$ cat src/hdl/itp_pkg.sv
// ----------------------------------------------------------------------------
// itp_pkg
// Shared codes, types and helper functions of the infix to postfix converter.
// ----------------------------------------------------------------------------
package itp_pkg;

   // Expression characters with a meaning of their own.
   localparam logic [7:0] CH_PLUS  = 8'h2B;
   localparam logic [7:0] CH_MINUS = 8'h2D;
   localparam logic [7:0] CH_STAR  = 8'h2A;
   localparam logic [7:0] CH_HAT   = 8'h5E;
   localparam logic [7:0] CH_OPEN  = 8'h28;
   localparam logic [7:0] CH_CLOSE = 8'h29;

   // Codes held on the operator stack.
   typedef logic [2:0] code_type;
   localparam code_type CODE_NONE  = 3'd0;
   localparam code_type CODE_PLUS  = 3'd1;
   localparam code_type CODE_MINUS = 3'd2;
   localparam code_type CODE_STAR  = 3'd3;
   localparam code_type CODE_HAT   = 3'd4;
   localparam code_type CODE_OPEN  = 3'd5;

   // Result kinds.
   typedef logic [2:0] kind_type;
   localparam kind_type KIND_CHAR  = 3'd0;
   localparam kind_type KIND_END   = 3'd1;
   localparam kind_type KIND_OP    = 3'd2;
   localparam kind_type KIND_EXPR  = 3'd3;
   localparam kind_type KIND_ERROR = 3'd4;

   // Results given for one character at most; later ones are dropped.
   localparam int MAX_RESULTS = 36;
   localparam int ECNT_W      = 6;

   // Request from the sequencer to the result stage.
   typedef struct packed {
      logic       emit;
      logic       finish;
      kind_type   kind;
      logic [7:0] ch;
   } emit_type;

   function automatic code_type op_code(input logic [7:0] c);
      code_type code;
      case (c)
         CH_PLUS:  code = CODE_PLUS;
         CH_MINUS: code = CODE_MINUS;
         CH_STAR:  code = CODE_STAR;
         CH_HAT:   code = CODE_HAT;
         default:  code = CODE_NONE;
      endcase
      return code;
   endfunction

   function automatic logic [7:0] code_char(input code_type code);
      logic [7:0] c;
      case (code)
         CODE_PLUS:  c = CH_PLUS;
         CODE_MINUS: c = CH_MINUS;
         CODE_STAR:  c = CH_STAR;
         CODE_HAT:   c = CH_HAT;
         CODE_OPEN:  c = CH_OPEN;
         default:    c = 8'h00;
      endcase
      return c;
   endfunction

   function automatic logic [1:0] code_prio(input code_type code);
      logic [1:0] p;
      case (code)
         CODE_PLUS:  p = 2'd1;
         CODE_MINUS: p = 2'd1;
         CODE_STAR:  p = 2'd2;
         CODE_HAT:   p = 2'd3;
         default:    p = 2'd0;
      endcase
      return p;
   endfunction

endpackage

$ cat src/hdl/itp_if.sv
// ----------------------------------------------------------------------------
// itp_req_if / itp_rsp_if
// Valid/ready channels carrying expression characters and postfix results.
// ----------------------------------------------------------------------------
interface itp_req_if;
   logic       valid;
   logic       ready;
   logic [7:0] in_char;
   logic       in_last;

   modport source (output valid, output in_char, output in_last, input ready);
   modport sink   (input valid, input in_char, input in_last, output ready);
endinterface

interface itp_rsp_if;
   logic       valid;
   logic       ready;
   logic [2:0] out_kind;
   logic [7:0] out_char;
   logic       out_last;

   modport source (output valid, output out_kind, output out_char, output out_last,
                   input ready);
   modport sink   (input valid, input out_kind, input out_char, input out_last,
                   output ready);
endinterface

$ cat src/hdl/itp_ram.sv
// ----------------------------------------------------------------------------
// itp_ram
// Generic single-write, single-read RAM with registered read data.
// ----------------------------------------------------------------------------
module itp_ram #(
   parameter int WIDTH = 3,
   parameter int DEPTH = 16
) (
   input  logic                     clock,
   input  logic                     wr_en,
   input  logic [$clog2(DEPTH)-1:0] wr_addr,
   input  logic [WIDTH-1:0]         wr_data,
   input  logic [$clog2(DEPTH)-1:0] rd_addr,
   output logic [WIDTH-1:0]         rd_data
);
   logic [WIDTH-1:0] mem [DEPTH];

   always_ff @(posedge clock) begin
      if (wr_en) begin
         mem[wr_addr] <= wr_data;
      end
      rd_data <= mem[rd_addr];
   end
endmodule

$ cat src/hdl/itp_cmp.sv
// ----------------------------------------------------------------------------
// itp_cmp
// Priority compare unit shared by every pop decision of the sequencer.
// ----------------------------------------------------------------------------
module itp_cmp (
   input  itp_pkg::code_type top_code,
   input  itp_pkg::code_type new_code,
   output logic              top_ge,
   output logic              top_open,
   output logic [7:0]        top_char
);
   import itp_pkg::*;

   assign top_ge   = code_prio(top_code) >= code_prio(new_code);
   assign top_open = top_code == CODE_OPEN;
   assign top_char = code_char(top_code);
endmodule

$ cat src/hdl/itp_out.sv
// ----------------------------------------------------------------------------
// itp_out
// Result stage: holds one result back until the next one is known, so that
// the final beat of a character can carry the last flag, then registers it.
// ----------------------------------------------------------------------------
module itp_out (
   input  logic               clock,
   input  logic               reset,
   input  itp_pkg::emit_type  em,
   output logic               free,
   itp_rsp_if.source          rsp_chan
);
   import itp_pkg::*;

   logic       pend_v_ff, pend_v_in;
   kind_type   pend_kind_ff, pend_kind_in;
   logic [7:0] pend_char_ff, pend_char_in;
   logic       out_v_ff, out_v_in;
   kind_type   out_kind_ff, out_kind_in;
   logic [7:0] out_char_ff, out_char_in;
   logic       out_last_ff, out_last_in;

   assign free = !out_v_ff || rsp_chan.ready;

   always_comb begin
      pend_v_in    = pend_v_ff;
      pend_kind_in = pend_kind_ff;
      pend_char_in = pend_char_ff;
      out_v_in     = out_v_ff && !rsp_chan.ready;
      out_kind_in  = out_kind_ff;
      out_char_in  = out_char_ff;
      out_last_in  = out_last_ff;
      // The sequencer only raises emit or finish while the output is free.
      if (em.emit) begin
         if (pend_v_ff) begin
            out_v_in    = 1'b1;
            out_kind_in = pend_kind_ff;
            out_char_in = pend_char_ff;
            out_last_in = 1'b0;
         end
         pend_v_in    = 1'b1;
         pend_kind_in = em.kind;
         pend_char_in = em.ch;
      end else if (em.finish && pend_v_ff) begin
         out_v_in    = 1'b1;
         out_kind_in = pend_kind_ff;
         out_char_in = pend_char_ff;
         out_last_in = 1'b1;
         pend_v_in   = 1'b0;
      end
   end

   always_ff @(posedge clock) begin
      if (reset) begin
         pend_v_ff <= 1'b0;
         out_v_ff  <= 1'b0;
      end else begin
         pend_v_ff <= pend_v_in;
         out_v_ff  <= out_v_in;
      end
   end

   always_ff @(posedge clock) begin
      pend_kind_ff <= pend_kind_in;
      pend_char_ff <= pend_char_in;
      out_kind_ff  <= out_kind_in;
      out_char_ff  <= out_char_in;
      out_last_ff  <= out_last_in;
   end

   assign rsp_chan.valid    = out_v_ff;
   assign rsp_chan.out_kind = out_kind_ff;
   assign rsp_chan.out_char = out_char_ff;
   assign rsp_chan.out_last = out_last_ff;
endmodule

$ cat src/hdl/infix_to_postfix_converter_core.sv
// An operand character goes through IDLE, CLASS, TAIL and FIN; an operator or ')'
// also loops through POP and PWAIT once for each entry that it pops, and the final
// character adds FLUSH and FWAIT for each entry flushed, then ENDX.
// Each pop passes through a wait state because the stack RAM returns its top registered.
// Throughput: one character at a time; ready is low while a character is worked.
// Reset: synchronous; control clears at once, the stack RAM keeps its contents.
// ----------------------------------------------------------------------------
// infix_to_postfix_converter_core
// Shunting-yard converter: a small sequencer drives one priority compare unit
// and an operator stack in RAM, one push or pop per step.
// ----------------------------------------------------------------------------
module infix_to_postfix_converter_core #(
   parameter int STACK_DEPTH = 16
) (
   input  logic      clock,
   input  logic      reset,
   itp_req_if.sink   req_chan,
   itp_rsp_if.source rsp_chan
);
   import itp_pkg::*;

   localparam int AW = $clog2(STACK_DEPTH);
   localparam int CW = $clog2(STACK_DEPTH + 1);

   typedef enum logic [8:0] {
      ST_IDLE  = 9'b000000001,
      ST_CLASS = 9'b000000010,
      ST_POP   = 9'b000000100,
      ST_PWAIT = 9'b000001000,
      ST_TAIL  = 9'b000010000,
      ST_FLUSH = 9'b000100000,
      ST_FWAIT = 9'b001000000,
      ST_ENDX  = 9'b010000000,
      ST_FIN   = 9'b100000000
   } state_type;

   state_type         state_ff, state_in;
   logic [7:0]        char_ff, char_in;
   logic              last_ff, last_in;
   code_type          code_ff, code_in;
   logic [CW-1:0]     count_ff, count_in;
   logic [7:0]        prev_ff, prev_in;
   logic              start_ff, start_in;
   logic              open_ff, open_in;
   logic              err_ff, err_in;
   logic [ECNT_W-1:0] ecnt_ff, ecnt_in;

   logic          go;
   logic          em_req;
   kind_type      em_kind;
   logic [7:0]    em_char;
   logic          em_finish;
   emit_type      em;
   logic          wr_en;
   code_type      wr_data;
   code_type      top_code;
   logic [CW-1:0] cnt_m1;
   logic          top_ge;
   logic          top_open;
   logic [7:0]    top_char;
   logic          unary;
   logic          stack_full;
   logic          is_open_ch;
   logic          is_close_ch;

   assign cnt_m1      = count_ff - CW'(1);
   assign stack_full  = count_ff == CW'(STACK_DEPTH);
   assign is_open_ch  = char_ff == CH_OPEN;
   assign is_close_ch = char_ff == CH_CLOSE;
   assign unary       = (char_ff == CH_MINUS) && (start_ff || (op_code(prev_ff) != CODE_NONE));
   assign wr_data     = is_open_ch ? CODE_OPEN : code_ff;

   itp_ram #(
      .WIDTH ($bits(code_type)),
      .DEPTH (STACK_DEPTH)
   ) u_stack (
      .clock   (clock),
      .wr_en   (wr_en),
      .wr_addr (count_ff[AW-1:0]),
      .wr_data (wr_data),
      .rd_addr (cnt_m1[AW-1:0]),
      .rd_data (top_code)
   );

   itp_cmp u_cmp (
      .top_code (top_code),
      .new_code (code_ff),
      .top_ge   (top_ge),
      .top_open (top_open),
      .top_char (top_char)
   );

   always_comb begin
      state_in  = state_ff;
      char_in   = char_ff;
      last_in   = last_ff;
      code_in   = code_ff;
      count_in  = count_ff;
      prev_in   = prev_ff;
      start_in  = start_ff;
      open_in   = open_ff;
      err_in    = err_ff;
      ecnt_in   = ecnt_ff;
      em_req    = 1'b0;
      em_kind   = KIND_CHAR;
      em_char   = 8'h00;
      em_finish = 1'b0;
      wr_en     = 1'b0;
      case (state_ff)
         ST_IDLE: begin
            if (req_chan.valid) begin
               char_in  = req_chan.in_char;
               last_in  = req_chan.in_last;
               code_in  = op_code(req_chan.in_char);
               ecnt_in  = '0;
               state_in = ST_CLASS;
            end
         end
         ST_CLASS: begin
            if (go) begin
               prev_in  = char_ff;
               start_in = 1'b0;
               if (err_ff) begin
                  state_in = ST_TAIL;
               end else if (unary || (code_ff == CODE_NONE && !is_open_ch && !is_close_ch)) begin
                  em_req   = 1'b1;
                  em_char  = char_ff;
                  open_in  = 1'b1;
                  state_in = ST_TAIL;
               end else begin
                  if (open_ff) begin
                     em_req  = 1'b1;
                     em_kind = KIND_END;
                     open_in = 1'b0;
                  end
                  state_in = ST_POP;
               end
            end
         end
         ST_POP: begin
            if (go) begin
               if (is_close_ch) begin
                  if (count_ff == '0) begin
                     em_req   = 1'b1;
                     em_kind  = KIND_ERROR;
                     err_in   = 1'b1;
                     open_in  = 1'b0;
                     state_in = ST_TAIL;
                  end else if (!top_open) begin
                     em_req   = 1'b1;
                     em_kind  = KIND_OP;
                     em_char  = top_char;
                     count_in = cnt_m1;
                     state_in = ST_PWAIT;
                  end else begin
                     count_in = cnt_m1;
                     state_in = ST_TAIL;
                  end
               end else if (!is_open_ch && count_ff != '0 && top_ge) begin
                  em_req   = 1'b1;
                  em_kind  = KIND_OP;
                  em_char  = top_char;
                  count_in = cnt_m1;
                  state_in = ST_PWAIT;
               end else begin
                  if (stack_full) begin
                     em_req   = 1'b1;
                     em_kind  = KIND_ERROR;
                     err_in   = 1'b1;
                     count_in = '0;
                     open_in  = 1'b0;
                  end else begin
                     wr_en    = 1'b1;
                     count_in = count_ff + CW'(1);
                  end
                  state_in = ST_TAIL;
               end
            end
         end
         ST_PWAIT: begin
            // Lets the stack RAM present the new top entry before the next pop decision.
            if (go) begin
               state_in = ST_POP;
            end
         end
         ST_TAIL: begin
            if (go) begin
               if (!last_ff) begin
                  state_in = ST_FIN;
               end else if (err_ff) begin
                  state_in = ST_ENDX;
               end else begin
                  if (open_ff) begin
                     em_req  = 1'b1;
                     em_kind = KIND_END;
                     open_in = 1'b0;
                  end
                  state_in = ST_FLUSH;
               end
            end
         end
         ST_FLUSH: begin
            if (go) begin
               if (count_ff != '0) begin
                  em_req   = 1'b1;
                  em_kind  = KIND_OP;
                  em_char  = top_char;
                  count_in = cnt_m1;
                  state_in = ST_FWAIT;
               end else begin
                  state_in = ST_ENDX;
               end
            end
         end
         ST_FWAIT: begin
            if (go) begin
               state_in = ST_FLUSH;
            end
         end
         ST_ENDX: begin
            if (go) begin
               em_req   = 1'b1;
               em_kind  = KIND_EXPR;
               count_in = '0;
               prev_in  = 8'h00;
               start_in = 1'b1;
               open_in  = 1'b0;
               err_in   = 1'b0;
               state_in = ST_FIN;
            end
         end
         ST_FIN: begin
            if (go) begin
               em_finish = 1'b1;
               state_in  = ST_IDLE;
            end
         end
         default: begin
            state_in = ST_IDLE;
         end
      endcase
      // Results past the per-character limit are dropped; the state still moves.
      if (em_req && ecnt_ff < ECNT_W'(MAX_RESULTS)) begin
         ecnt_in = ecnt_ff + ECNT_W'(1);
      end
   end

   always_comb begin
      em.emit   = em_req && (ecnt_ff < ECNT_W'(MAX_RESULTS));
      em.finish = em_finish;
      em.kind   = em_kind;
      em.ch     = em_char;
   end

   itp_out u_out (
      .clock    (clock),
      .reset    (reset),
      .em       (em),
      .free     (go),
      .rsp_chan (rsp_chan)
   );

   assign req_chan.ready = state_ff == ST_IDLE;

   always_ff @(posedge clock) begin
      if (reset) begin
         state_ff <= ST_IDLE;
         count_ff <= '0;
         prev_ff  <= 8'h00;
         start_ff <= 1'b1;
         open_ff  <= 1'b0;
         err_ff   <= 1'b0;
         ecnt_ff  <= '0;
      end else begin
         state_ff <= state_in;
         count_ff <= count_in;
         prev_ff  <= prev_in;
         start_ff <= start_in;
         open_ff  <= open_in;
         err_ff   <= err_in;
         ecnt_ff  <= ecnt_in;
      end
   end

   always_ff @(posedge clock) begin
      char_ff <= char_in;
      last_ff <= last_in;
      code_ff <= code_in;
   end
endmodule

$ cat src/flat_wrapper.sv
// flat-port wrapper written by rule: the top's interface ports become plain ports
module infix_to_postfix_converter_core_flat import itp_pkg::*;
#(
   parameter int STACK_DEPTH = 16
)
  (clock, reset, req_chan_valid, req_chan_in_char, req_chan_in_last, req_chan_ready, rsp_chan_valid, rsp_chan_out_kind, rsp_chan_out_char, rsp_chan_out_last, rsp_chan_ready);
  itp_req_if req_chan_i ();
  itp_rsp_if rsp_chan_i ();
  input  logic clock;
  input  logic reset;
  input wire logic [$bits(req_chan_i.valid)-1:0] req_chan_valid;
  input wire logic [$bits(req_chan_i.in_char)-1:0] req_chan_in_char;
  input wire logic [$bits(req_chan_i.in_last)-1:0] req_chan_in_last;
  output wire logic [$bits(req_chan_i.ready)-1:0] req_chan_ready;
  output wire logic [$bits(rsp_chan_i.valid)-1:0] rsp_chan_valid;
  output wire logic [$bits(rsp_chan_i.out_kind)-1:0] rsp_chan_out_kind;
  output wire logic [$bits(rsp_chan_i.out_char)-1:0] rsp_chan_out_char;
  output wire logic [$bits(rsp_chan_i.out_last)-1:0] rsp_chan_out_last;
  input wire logic [$bits(rsp_chan_i.ready)-1:0] rsp_chan_ready;
  assign req_chan_i.valid = req_chan_valid;
  assign req_chan_i.in_char = req_chan_in_char;
  assign req_chan_i.in_last = req_chan_in_last;
  assign req_chan_ready = req_chan_i.ready;
  assign rsp_chan_valid = rsp_chan_i.valid;
  assign rsp_chan_out_kind = rsp_chan_i.out_kind;
  assign rsp_chan_out_char = rsp_chan_i.out_char;
  assign rsp_chan_out_last = rsp_chan_i.out_last;
  assign rsp_chan_i.ready = rsp_chan_ready;
  infix_to_postfix_converter_core #(.STACK_DEPTH(STACK_DEPTH)) u_core (.clock(clock), .reset(reset), .req_chan(req_chan_i), .rsp_chan(rsp_chan_i));
endmodule
$ cat config.mk
export PLATFORM = sky130hd
export DESIGN_NAME = infix_to_postfix_converter_core_flat
export DESIGN_NICKNAME = d
export VERILOG_FILES = /design/src/hdl/itp_pkg.sv /design/src/hdl/itp_if.sv /design/src/hdl/itp_ram.sv /design/src/hdl/itp_cmp.sv /design/src/hdl/itp_out.sv /design/src/hdl/infix_to_postfix_converter_core.sv /design/src/flat_wrapper.sv
export SDC_FILE = /design/constraint.sdc
export NUM_CORES = 1
export LEC_CHECK = 0
export BUFFER_PORTS_ARGS = -buffer_cell sky130_fd_sc_hd__buf_2
export CORE_MARGIN = 3
export CORE_UTILIZATION = 28
export DETAILED_ROUTE_END_ITERATION = 10
export SLEW_MARGIN = 15
export SYNTH_ARGS = -nofsm -noshare
export SYNTH_HDL_FRONTEND = slang
export SYNTH_SLANG_ARGS = --single-unit
$ cat constraint.sdc
create_clock -name clock -period 6 [get_ports clock]
set_input_delay 1.5 -clock clock [delete_from_list [all_inputs] [get_ports clock]]
set_output_delay 1.5 -clock clock [all_outputs]
set_load 0.01 [all_outputs]
# Word-level counts from Yosys, hierarchy flattened
# Memory sizes are Yosys's and may differ from the RTL's. A register that Yosys moved wholly into a read port is not among the register bits.
# Index checks and enable logic that the tools add are counted.
[word_totals] register_bits=68 ramBits=48 mem_count=1
[classes] n_addsub=3 order_cmp=2 eq_ne=48 n_mux=128 n_reduce_logical=36
[memory_table] memory="u_core.u_stack.mem" words=16 width=3 rd=1 rd_ports_with_merged_regs=1 wr=1 line_no="itp_ram.sv:16" rtl="logic [WIDTH-1:0] mem [DEPTH];"
[op_table] cell="$mux W9" count=13
[op_table] cell="$mux W8" count=14
[op_table] cell="$pmux W9 S9" count=1
[op_table] cell="$eq A8 B6 Y1 const B" count=9
[op_table] cell="$mux W5" count=11
[op_table] cell="$mux W1" count=51
[op_table] cell="$mux W3" count=16
[op_table] cell="$pmux W7 S5" count=1
[op_table] cell="$pmux W3 S4" count=2
[op_table] cell="$pmux W8 S3" count=1
[op_table] cell="$mux W7" count=3
[op_table] cell="$ne A2 B1 Y1 const B" count=10
[op_table] cell="$mux W6" count=3
[op_table] cell="$eq A8 B7 Y1 const B" count=2
[op_table] cell="$pmux W8 S2" count=1
[op_table] cell="$pmux W3 S5" count=1
[op_table] cell="$pmux W5 S3" count=1
[op_table] cell="$eq A3 B2 Y1 const B" count=4
[op_table] cell="$pmux W2 S3" count=2
[op_table] cell="$reduce_and A6 Y1" count=2
[op_table] cell="$reduce_and A11 Y1" count=1
[op_table] cell="$reduce_bool A2 Y1" count=5
[op_table] cell="$eq A3 B3 Y1 const B" count=3
[op_table] cell="$eq A9 B1 Y1 const B" count=1
[op_table] cell="35 further kinds" count=59

# Longest topological paths before layout
[depth] depth_word=13 mapped_depth=13 depth_no_buf=10

# Hierarchy
# A second synthesis with hierarchy kept.
[unflattened] hier_cells=494 hier_area_um2=5808.1
[by_module_without_submodules] mod="infix_to_postfix_converter_core" n_inst=1 cells_each=327 area_each_um2=2787.7 seq_area_each_um2=980.9
[by_module_without_submodules] mod="itp_ram" n_inst=1 cells_each=103 area_each_um2=2011.9 seq_area_each_um2=1501.4
[by_module_without_submodules] mod="itp_out" n_inst=1 cells_each=32 area_each_um2=777.0 seq_area_each_um2=730.7
[by_module_without_submodules] mod="itp_cmp" n_inst=1 cells_each=32 area_each_um2=231.5 seq_area_each_um2=0.0

# Least setup slack after synthesis
# OpenSTA, ideal clock, no wires.
[synth_timing] path_kind="reg-to-reg" startpoint="reg u_core.count_ff[0]" endpoint="reg u_core.u_out.out_char_ff[0], in the netlist u_core.u_out.rsp_chan.out_char[0], enable pin" t_arrival_ns=3.239 t_required_ns=5.614 path_slack_ns=2.375 path_stages_with_launch=11 synth_period_minus_slack_ns=3.625 cell_sequence="dfxtp_1 -> clkbuf_1 -> clkbuf_1 -> inv_1 -> ha_1 -> nand2b_1 -> nor3_2 -> o31ai_1 -> o221ai_1 -> a221o_1 -> a21boi_1"
[synth_between] elab_chain_len=10
[synth_rtl] element="start: declaration" line_no="infix_to_postfix_converter_core.sv:41" rtl="logic [CW-1:0] count_ff, count_in;"
[synth_rtl] element="start signal: assignment" line_no="infix_to_postfix_converter_core.sv:276" rtl="count_ff <= count_in;"
[synth_rtl] element="$reduce_bool A5 Y1" line_no="infix_to_postfix_converter_core.sv:159, infix_to_postfix_converter_core.sv:204"
[synth_rtl] element="$logic_and A1 B1 Y1 (2 in series)" line_no="infix_to_postfix_converter_core.sv:159" rtl="end else if (!is_open_ch && count_ff != '0 && top_ge) begin"
[synth_rtl] element="$mux W1" line_no="infix_to_postfix_converter_core.sv:159"
[synth_rtl] element="$mux W1" line_no="infix_to_postfix_converter_core.sv:142" rtl="if (is_close_ch) begin"
[synth_rtl] element="$mux W1" line_no="infix_to_postfix_converter_core.sv:141" rtl="if (go) begin"
[synth_rtl] element="$pmux W1 S5 (*)" line_no="infix_to_postfix_converter_core.sv:109" rtl="case (state_ff)"
[synth_rtl] element="$logic_and A1 B1 Y1 (*)" line_no="infix_to_postfix_converter_core.sv:249" rtl="em.emit = em_req && (ecnt_ff < ECNT_W'(MAX_RESULTS));"
[synth_rtl] element="$ne A2 B2 Y1 (no line) / $reduce_bool A2 Y1 (equally long branches)"
[synth_rtl] element="$reduce_and A2 Y1 (no line) (*)"
[synth_rtl] element="end signal: assignment" line_no="itp_out.sv:67" rtl="out_char_ff <= out_char_in;"
[synth_rtl] element="end: declaration" line_no="itp_out.sv:20" rtl="logic [7:0] out_char_ff, out_char_in;"
# Mark *: on every way between the ends. The rest lies on a longest branch, timed or not.
# A chain may end at the register's enable or synchronous reset.

# Final worst setup path
[layout_timing] startpoint="reg u_core.count_ff[0]" endpoint="reg u_core.u_out.out_kind_ff[1], in the netlist u_core.u_out.rsp_chan.out_kind[1], enable pin"
[layout_between] elab_chain_len=10
[layout_rtl] element="$reduce_bool A5 Y1" line_no="infix_to_postfix_converter_core.sv:159, infix_to_postfix_converter_core.sv:204"
[layout_rtl] element="$logic_and A1 B1 Y1 (2 in series)" line_no="infix_to_postfix_converter_core.sv:159"
[layout_rtl] element="$mux W1" line_no="infix_to_postfix_converter_core.sv:159"
[layout_rtl] element="$mux W1" line_no="infix_to_postfix_converter_core.sv:142"
[layout_rtl] element="$mux W1" line_no="infix_to_postfix_converter_core.sv:141"
[layout_rtl] element="$pmux W1 S5 (*)" line_no="infix_to_postfix_converter_core.sv:109"
[layout_rtl] element="$logic_and A1 B1 Y1 (*)" line_no="infix_to_postfix_converter_core.sv:249"
[layout_rtl] element="$ne A2 B2 Y1 (no line) / $reduce_bool A2 Y1 (equally long branches)"
[layout_rtl] element="$reduce_and A2 Y1 (no line) (*)"
[layout_rtl] element="end signal: assignment" line_no="itp_out.sv:66" rtl="out_kind_ff <= out_kind_in;"
[layout_rtl] element="end: declaration" line_no="itp_out.sv:19" rtl="kind_type out_kind_ff, out_kind_in;"
# Marked as above.

==> summary.txt <==
GRT
  – GR Overflow Total: 0
  – First-pass GRT wire length: approximately 20,000 um
  – Initial antenna violation count: 0
  – All-Layer GR Usage: 11.6%
  – Vias in the first global route: between 3,000 and 4,000
  – Largest net degree at the start of global routing: 33

Setup path
  – Worst setup path class: register to register
  – Worst reg2reg setup slack: 1920 ps
  – Crit path DAT: 4110 ps
  – CP Capture Type: register
  – CP required: 6030 ps
  – Crit path max fanout: 17
  – Setup crit start kind: register

Synth
  – Flops & latches, synth: 119
  – Mapped Cells: 480
  – Multiplexer share of the synthesized area: between 7 and 8%
  – Synth Flop Type: edfxtp_1
  – Synth Area in Adders: 1.77%
  – Largest family of logic cells by synthesized area: simple AND/OR/NAND/NOR gates
  – Library cells used by synthesis: 68
  – Synth async-reset ratio: 0%
  – Synth Area in XOR/XNOR: between 1.5 and 2%
  – EDFF count, synth: 83
  – Mean post-synth cell area: 11.8 um2
  – Syn Nets: 501
  – Post-Synth Simple-Gate Area: approximately 18%
  – Synth Area in Compound Gates: a little under an eighth
  – Post-synthesis sequential area ratio: 56.9%
  – Cell Area, Synth: 5650 um2
  – Yosys warnings: 0

Cells and area
  – Layout Nets: 522
  – Layout Cells excl Fill: 779
  – Layout cells sized above 1: about 17%
  – Fillers: 1,957
  – Diodes inserted: 0
  – Area delta synth->final: 16.1%

STA
  – Worst Max-Slew Pin Slew: 1040 ps
  – Setup tns final: 0 ps
  – Fin crit period: approximately 4000 ps
  – Final worst path period share: 68.1%
  – Fin. Hold Viols: 0
  – F_max: 0.245 GHz
  – Final setup viols: 0
  – Clock Skews: roughly 7.5 ps
  – RSZ-0062 raised after global routing: no
  – Final Max Tran Viols: 0
  – Hold WS: 416 ps
  – Worst slew margin: 30.6%
  – Worst setup margin: about 1900 ps

Pwr
  – LEAKAGE: 0.00226 uW
  – Total power divided by cell area: 300 nW/um2
  – Worst vdd ir: 0.140 mV

Detailed routing
  – Vias/cell: 4.93
  – Routed WL: 12,100 um
  – DRT antenna net count: 0
  – Drt first pass iters: 5
  – DR vias: 3,838
  – Wirelength per Cell: 15.6 um
  – 1st-iter DRT viols: roughly 350
  – # DRC: 0

Min path
  – Worst hold path type: register to register

Clocking
  – H-tree levels: 4
  – Clk_lat worst skew: 410 ps
  – Cts bufs inserted: 17
  – Post-CTS Resized: 0
  – CTS tree: done
  – CTS hold repair buffers: 0
  – Max Buffers Root-to-Sink: 2
  – Reg clk slew, reported paths: 50 ps
  – CTS Sinks: 119
  – Root Buffer: clkbuf_16
  – Setup Fix Bufs, Post-CTS: 0

Floorplanning
  – Die width: approximately 150 um
  – DIE AREA: approximately 22,000 um2
  – Starting Density: 28.7%
  – Number of I/O pins: 27
  – Core area: 19,700 um2
  – Num rows: just over 50
  – Vert. Die Dim: between 100 and 150 um

Place
  – HPWL after DPL: 8510 um
  – Post-place setup slack: 1900 ps
  – Placer's final routability congestion estimate: 0.852
  – Port Buf Inserts: 26
  – DP Cell Count: 747

Status
  – Outcome: finished clean

Run
  – Max Cap Violations: 0
[metrics by stage]
stage               power [uW]  area (um2)  util (%)
floorplan                 1010        5650         -
global placement          1040        6000      30.5
detailed placement        1050        6000      30.5
CTS                       1990        6550      33.3
global route              2040        6560      33.4
finish                    1970        6560      33.4
[routing by layer]
layer  GRT usage (%)  up-vias  share of wire (%)
li1                -     1862                  -
met1            14.3     1882                 45
met2            19.0       78                 49
met3            3.34       16                3.6
met4            4.80        0                1.8
met5               0        -                  0
[area by class of cell]
cell class | count | area, um2 | area share [%]
Tap cell | 265 | 332 | 5.06
Clock inverter | 14 | 124 | 1.89
Clock buffer | 18 | 429 | 6.55
Sequential cell | 119 | 3210 | 49.0
Multi-Input combinational cell | 322 | 2270 | 34.6
Timing Repair Buffer | 27 | 138 | 2.10
Inverter | 14 | 52.6 | 0.802
[kinds of logic after synthesis]
family                   Yosys count
AO/OA/AOI/OAI                     96
XOR/XNOR                          11
adder cells (fa/ha/maj)            8
buffers and inverters             39
flip-flops                       119
multiplexers                      23
AND/OR/NAND/NOR                  184
[where the power goes]
part	internal [uW]	leakage [uW]	switching (uW)
registers	901	0.00107	21.7
clock network	570	0.000267	369
logic	35.3	0.000923	71.1
total	1510	0.00226	462
[placed cells by master, fill, tap and decap left out, drive strengths merged, types with 3 or more instances in the layout]
cell / instances
a211oi: 7
clkinv: 7
dfxtp: 36
a21oi: 22
nor2b: 6
xor2: 6
and3: 4
clkbuf: 18
mux2i: 8
nand2b: 8
nor3: 15
mux4: 15
nand2: 41
nor4b: 4
o31ai: 6
or2: 6
nor4: 4
o21ai: 17
edfxtp: 83
a31oi: 3
inv: 18
a22oi: 9
nor3b: 4
and2: 4
nor2: 52
nand3: 15
ha: 8
xnor2: 5
buf: 27
a21o: 6
nand4: 5
[cell usage after synthesis (3+ instances only)]
cell / count / area, um2
dfxtp_1: 36 / 721
and2_1: 3 / 18.8
o21ai_0: 16 / 80.1
ha_1: 8 / 100
buf_2: 5 / 25.0
nand3_1: 15 / 75.1
nand4_1: 5 / 31.3
nand2_1: 41 / 154
clkbuf_1: 18 / 67.6
mux2i_1: 8 / 80.1
edfxtp_1: 83 / 2490
a21oi_1: 22 / 110
nor2_1: 51 / 191
nor2b_1: 6 / 37.5
or2_2: 5 / 31.3
xnor2_1: 5 / 43.8
nor3_1: 13 / 65.1
inv_1: 14 / 52.6
mux4_2: 15 / 338
nand2b_1: 8 / 50.1
a31oi_1: 3 / 18.8
nor3b_1: 4 / 30.0
and3_1: 4 / 25.0
nor4_1: 3 / 18.8
a22oi_1: 9 / 67.6
a211oi_1: 7 / 52.6
o31ai_1: 6 / 45.0
a21o_1: 6 / 45.0
xor2_1: 6 / 52.6
[flip-flops by register name (all words and copies together), names as in the netlist, 5 cells and up]
signal	cells
u_core.u_stack.mem	48
u_core.state_ff	9
u_core.char_ff	8
u_core.prev_ff	8
u_core.u_out.pend_char_ff	8
u_core.u_out.rsp_chan.out_char	8
u_core.ecnt_ff	6
u_core.count_ff	5
[worst max-delay path, cell delays in order (launching register included)]
cell	delay (ps)
dfxtp_1	930
inv_1	260
ha_1	310
nand2b_1	120
nor3_2	90
o31ai_1	370
o221ai_1	190
a221o_1	550
a21boi_1	870
[worst paths after layout]
kind                           startpoint                                end  cells past startpoint
max                    u_core.count_ff[0]  u_core.u_out.rsp_chan.out_kind[1]                      8
min          u_core.u_out.pend_char_ff[0]  u_core.u_out.rsp_chan.out_char[0]                      0
max reg2reg            u_core.count_ff[0]  u_core.u_out.rsp_chan.out_kind[1]                      8
min reg2reg  u_core.u_out.pend_char_ff[0]  u_core.u_out.rsp_chan.out_char[0]                      0
No activity file was read; power rests on OpenSTA's default activity.
